`src/rtl/cmu_pkg.sv`:
```
// Shared widths, codes and count-class helpers for the coverage map update block.
package cmu_pkg;

  // Field widths of the stream items
  localparam int INDEX_W     = 16;
  localparam int COUNT_W     = 8;
  localparam int CLASS_W     = 8;
  localparam int VERDICT_W   = 2;
  localparam int HASH_W      = 64;
  localparam int ENTRY_CNT_W = 17;
  localparam int BIT_CNT_W   = 20;
  localparam int POP_W       = 4;

  // Default map depth
  localparam int MAP_ENTRIES_DEF = 1 << 16;

  // Packed widths of the stream buses
  localparam int IN_DATA_W  = 24;
  localparam int OUT_DATA_W = 104;

  // Verdict codes
  localparam logic [VERDICT_W-1:0] VERDICT_NONE  = 2'd0;
  localparam logic [VERDICT_W-1:0] VERDICT_CLASS = 2'd1;
  localparam logic [VERDICT_W-1:0] VERDICT_EDGE  = 2'd2;
  localparam logic [VERDICT_W-1:0] VERDICT_BAD   = 2'd3;

  // Map a raw hit count onto its one-hot logarithmic class
  function automatic logic [CLASS_W-1:0] count_class(input logic [COUNT_W-1:0] c);
    logic [CLASS_W-1:0] r;
    case (c) inside
      8'd0:             r = 8'h00;
      8'd1:             r = 8'h01;
      8'd2:             r = 8'h02;
      8'd3:             r = 8'h04;
      [8'd4:8'd7]:      r = 8'h08;
      [8'd8:8'd15]:     r = 8'h10;
      [8'd16:8'd31]:    r = 8'h20;
      [8'd32:8'd127]:   r = 8'h40;
      default:          r = 8'h80;
    endcase
    return r;
  endfunction

  // Number of set bits in a class byte
  function automatic logic [POP_W-1:0] class_ones(input logic [CLASS_W-1:0] v);
    logic [POP_W-1:0] n;
    n = '0;
    for (int i = 0; i < CLASS_W; i++) begin
      n = n + POP_W'(v[i]);
    end
    return n;
  endfunction

endpackage

```
`src/rtl/cmu_clear.sv`:
```
// Clearing sweep that zeroes every map entry after reset, one entry a cycle.
module cmu_clear
  import cmu_pkg::*;
#(
  parameter int DEPTH  = MAP_ENTRIES_DEF,
  parameter int ADDR_W = $clog2(DEPTH)
) (
  input  logic              clk,
  input  logic              rst,
  output logic              busy,
  output logic [ADDR_W-1:0] addr
);

  localparam logic [ADDR_W-1:0] LAST_ADDR = ADDR_W'(DEPTH - 1);

  // Advance the sweep address and drop busy after the last entry
  always_ff @(posedge clk) begin
    if (rst) begin
      busy <= 1'b1;
      addr <= '0;
    end else if (busy) begin
      if (addr == LAST_ADDR) begin
        busy <= 1'b0;
      end
      addr <= addr + 1'b1;
    end
  end

endmodule

```
`config.mk`:
```
export PLATFORM = sky130hd
export DESIGN_NAME = cmu_clear
export DESIGN_NICKNAME = d
export VERILOG_FILES = /design/src/rtl/cmu_pkg.sv /design/src/rtl/cmu_clear.sv
export SDC_FILE = /design/constraint.sdc
export NUM_CORES = 1
export LEC_CHECK = 0
export BUFFER_PORTS_ARGS = -buffer_cell sky130_fd_sc_hd__buf_4
export CORE_AREA = 5 5 60 52
export DETAILED_ROUTE_END_ITERATION = 10
export DIE_AREA = 0 0 65 57
export MAX_ROUTING_LAYER = met4
export PLACE_DENSITY_LB_ADDON = 0.08
export RECOVER_POWER = 25
export SYNTH_ARGS = -nofsm -noshare
export SYNTH_HDL_FRONTEND = slang
export SYNTH_SLANG_ARGS = --single-unit
```
`constraint.sdc`:
```
create_clock -name clk -period 2.95 [get_ports clk]
set_clock_uncertainty 0.05 [all_clocks]
set_input_delay 0.295 -clock clk [delete_from_list [all_inputs] [get_ports clk]]
set_output_delay 0.295 -clock clk [all_outputs]
set_load 0.02 [all_outputs]
```
==> results.md <==
- Global-route wire length before repair: 2690 um
- Largest cells by area after synthesis: dfxtp_1, xor2_1, nor2_1, nand4_1, and4_1
- Share of the synthesized area in the top cell type: 0.458
- CP endpoint kind: register
- Hold crit path type: in2reg
- RePlAce Congestion: 0.620
- Clk sinks: 17
- Leakage: 0.353 nW
- Detailed Place HPWL: 1100 um
- Final hold vios: 0
- Slowest CP cell: dfxtp_1
- Post-Syn Instances: 82
- Max Fclk: 605 MHz
- Startpoint Class: register
- Cell taking the most area after synthesis: dfxtp_1
- Drt total wl: 1540 um
- Period utilisation layout: 0.560
- Ant diodes: 0
- Routed length per placed instance: 12.1 um
- DR vias: 599
- Post-CTS Hold Buffers: 0
- Initial core utilization: 0.294
- All-Layer GR Usage: 0.0980
- Total power draw: 0.000384 W
- Post-DRT Antenna Nets: 0
- Worst path cell trace: ha_1 -> and3_1 -> nand3_2 -> or3_1 -> a21oi_1
- Die width: 65 um
- Pwr dens: 430 nW/um^2
- TritonCTS clock tree: done
- Worst Path Arrival: 1.83 ns
- Final setup violation count: 0
- Final Instance Count excl. Fillers: 127
- Synth Net Count: 85
- Fin. max-slew vios: 0
- Die height: 57 um
- Crit path max fanout: 5
- Num CTS Buffers: 3
- Vias in the first global route: 579
- Req. time, crit path: 3.13 ns
- Grt total ovfl: 0
- Synth cell types: 20
- Final nets: 103
- Register area share after synthesis: 0.458
- Max transition margin: 0.778
- Fraction of layout cells with a size suffix above 1: 0.182
- MaxCap Viol Count: 0
- Clock transition at the registers of the reported paths: 0.10 ns
- Seq cells post-synth: 17
- Setup TNS: 0 ns
- Unrepaired setup endpoints after global routing: no
- Worst setup path class: reg2reg
- Buffers on Ports: 18
- Core ar.: 2530 sq um
- # resized after CTS: 0
- Antenna violations before repair: 0
- Layout area overhead: 20.2%
- Min cycle time layout: 1.65 ns
- Most common cell after layout, fill and taps aside: dfxtp_1
- DRC: 0
- Largest net degree at the start of global routing: 18
- DP Cell Count: 123
- Ports: 19
- Most frequent cells in the layout: dfxtp_1, nor2_1, buf_4, xor2_1
- Post CTS Setup Buffer Count: 0
- Row count: 17
- Actual slew at the worst max-slew pin: 0.332 ns
- Yosys warning total: 0
- Pre-antenna DRT Iters: 2
- Cell area after synthesis: 743 sq um
- Die ar.: 3710 sq um
- Initial DRC count: 11
- Worst-Skew Late Latency: 0.29 ns
- Syn Area/Cell: 9.06 sq um
- Clock root cell: clkbuf_4
- Status: finished clean
- Worst VDD drop: 0.202 mV
- Slowest stage delay, CP: 0.40 ns
- H-tree depth: 1
- Via density: 4.72
- Clk buf depth: 2
logic make-up after synthesis:
kind of cell / after synthesis / share of synthesized area
xor gates and xnor gates: 12 / 0.141
muxes: 1 / 0.0135
and+or+nand+nor: 39 / 0.286
DFF: 17 / 0.458
buffers and inverters: 5 / 0.0370
AOI/OAI and AO/OA: 7 / 0.0471
adders and majority gates: 1 / 0.0168
path summary, 6_finish.rpt:
check             startpoint  endpoint  slack (ns)  cells after the start
setup / recovery     addr[0]  addr[14]        1.30                      5
hold / removal           rst  addr[15]        0.25                      2
setup reg to reg     addr[0]  addr[14]        1.30                      5
hold reg to reg     addr[15]  addr[15]        0.46                      2
through the flow:
stage / area (sq um) / util / setup WS, ns / hold slack [ns]
after CTS: 912 / 0.360 / 1.26 / 0.239
after floorplan: 743 / - / 1.35 / 0.516
after detailed placement: 886 / 0.350 / 1.30 / 0.449
after global placement: 886 / 0.350 / 1.30 / 0.452
final: 893 / 0.353 / 1.30 / 0.248
after global routing: 893 / 0.353 / 1.12 / 0.249
power breakdown:
part / internal [W] / switching (W) / leakage, nW
registers: 0.000233 / 0.00000374 / 0.138
logic: 0.00000795 / 0.0000125 / 0.201
clock network: 0.0000526 / 0.0000747 / 0.0150
total: 0.000293 / 0.0000909 / 0.353
flip-flops by register name, indices dropped and copies added (netlist names):
| name | flops |
|---|---|
| addr | 16 |
| busy | 1 |
layout make-up:
type                            count  area, sq um
Clock buffer                        4         26.3
Fill cell                         277         1640
Multi-Input combinational cell     60          375
Sequential cell                    17          340
Tap cell                           28         35.0
Timing Repair Buffer               18          116
routing by layer:
metal | GRT usage | share of wire
met1 | 0.125 | 0.50
met2 | 0.140 | 0.44
met3 | 0.0492 | 0.058
met4 | 0.0181 | 0.0078
met5 | - | 0
cells in the mapped netlist:
library cell   n
and2_1         1
mux2i_1        1
clkbuf_1       2
nand2_1        4
o21ai_0        4
nand4_1        6
nor2_1        13
and4_1         3
ha_1           1
xnor2_1        2
or3_1          3
dfxtp_1       17
nand3_1        3
a21oi_1        3
nand2b_1       1
xor2_1        10
and3_1         3
nand3_2        2
buf_2          1
buf_4          2
critical path: cells and delay by family, from the launching register on:
family / cells / cell delay [ns]
AND/OR/NAND/NOR: 3 / 0.81
flip-flops: 1 / 0.40
adder cells (fa/ha/maj): 1 / 0.19
AO/OA/AOI/OAI: 1 / 0.14
Power figures use the tool's default switching activity.
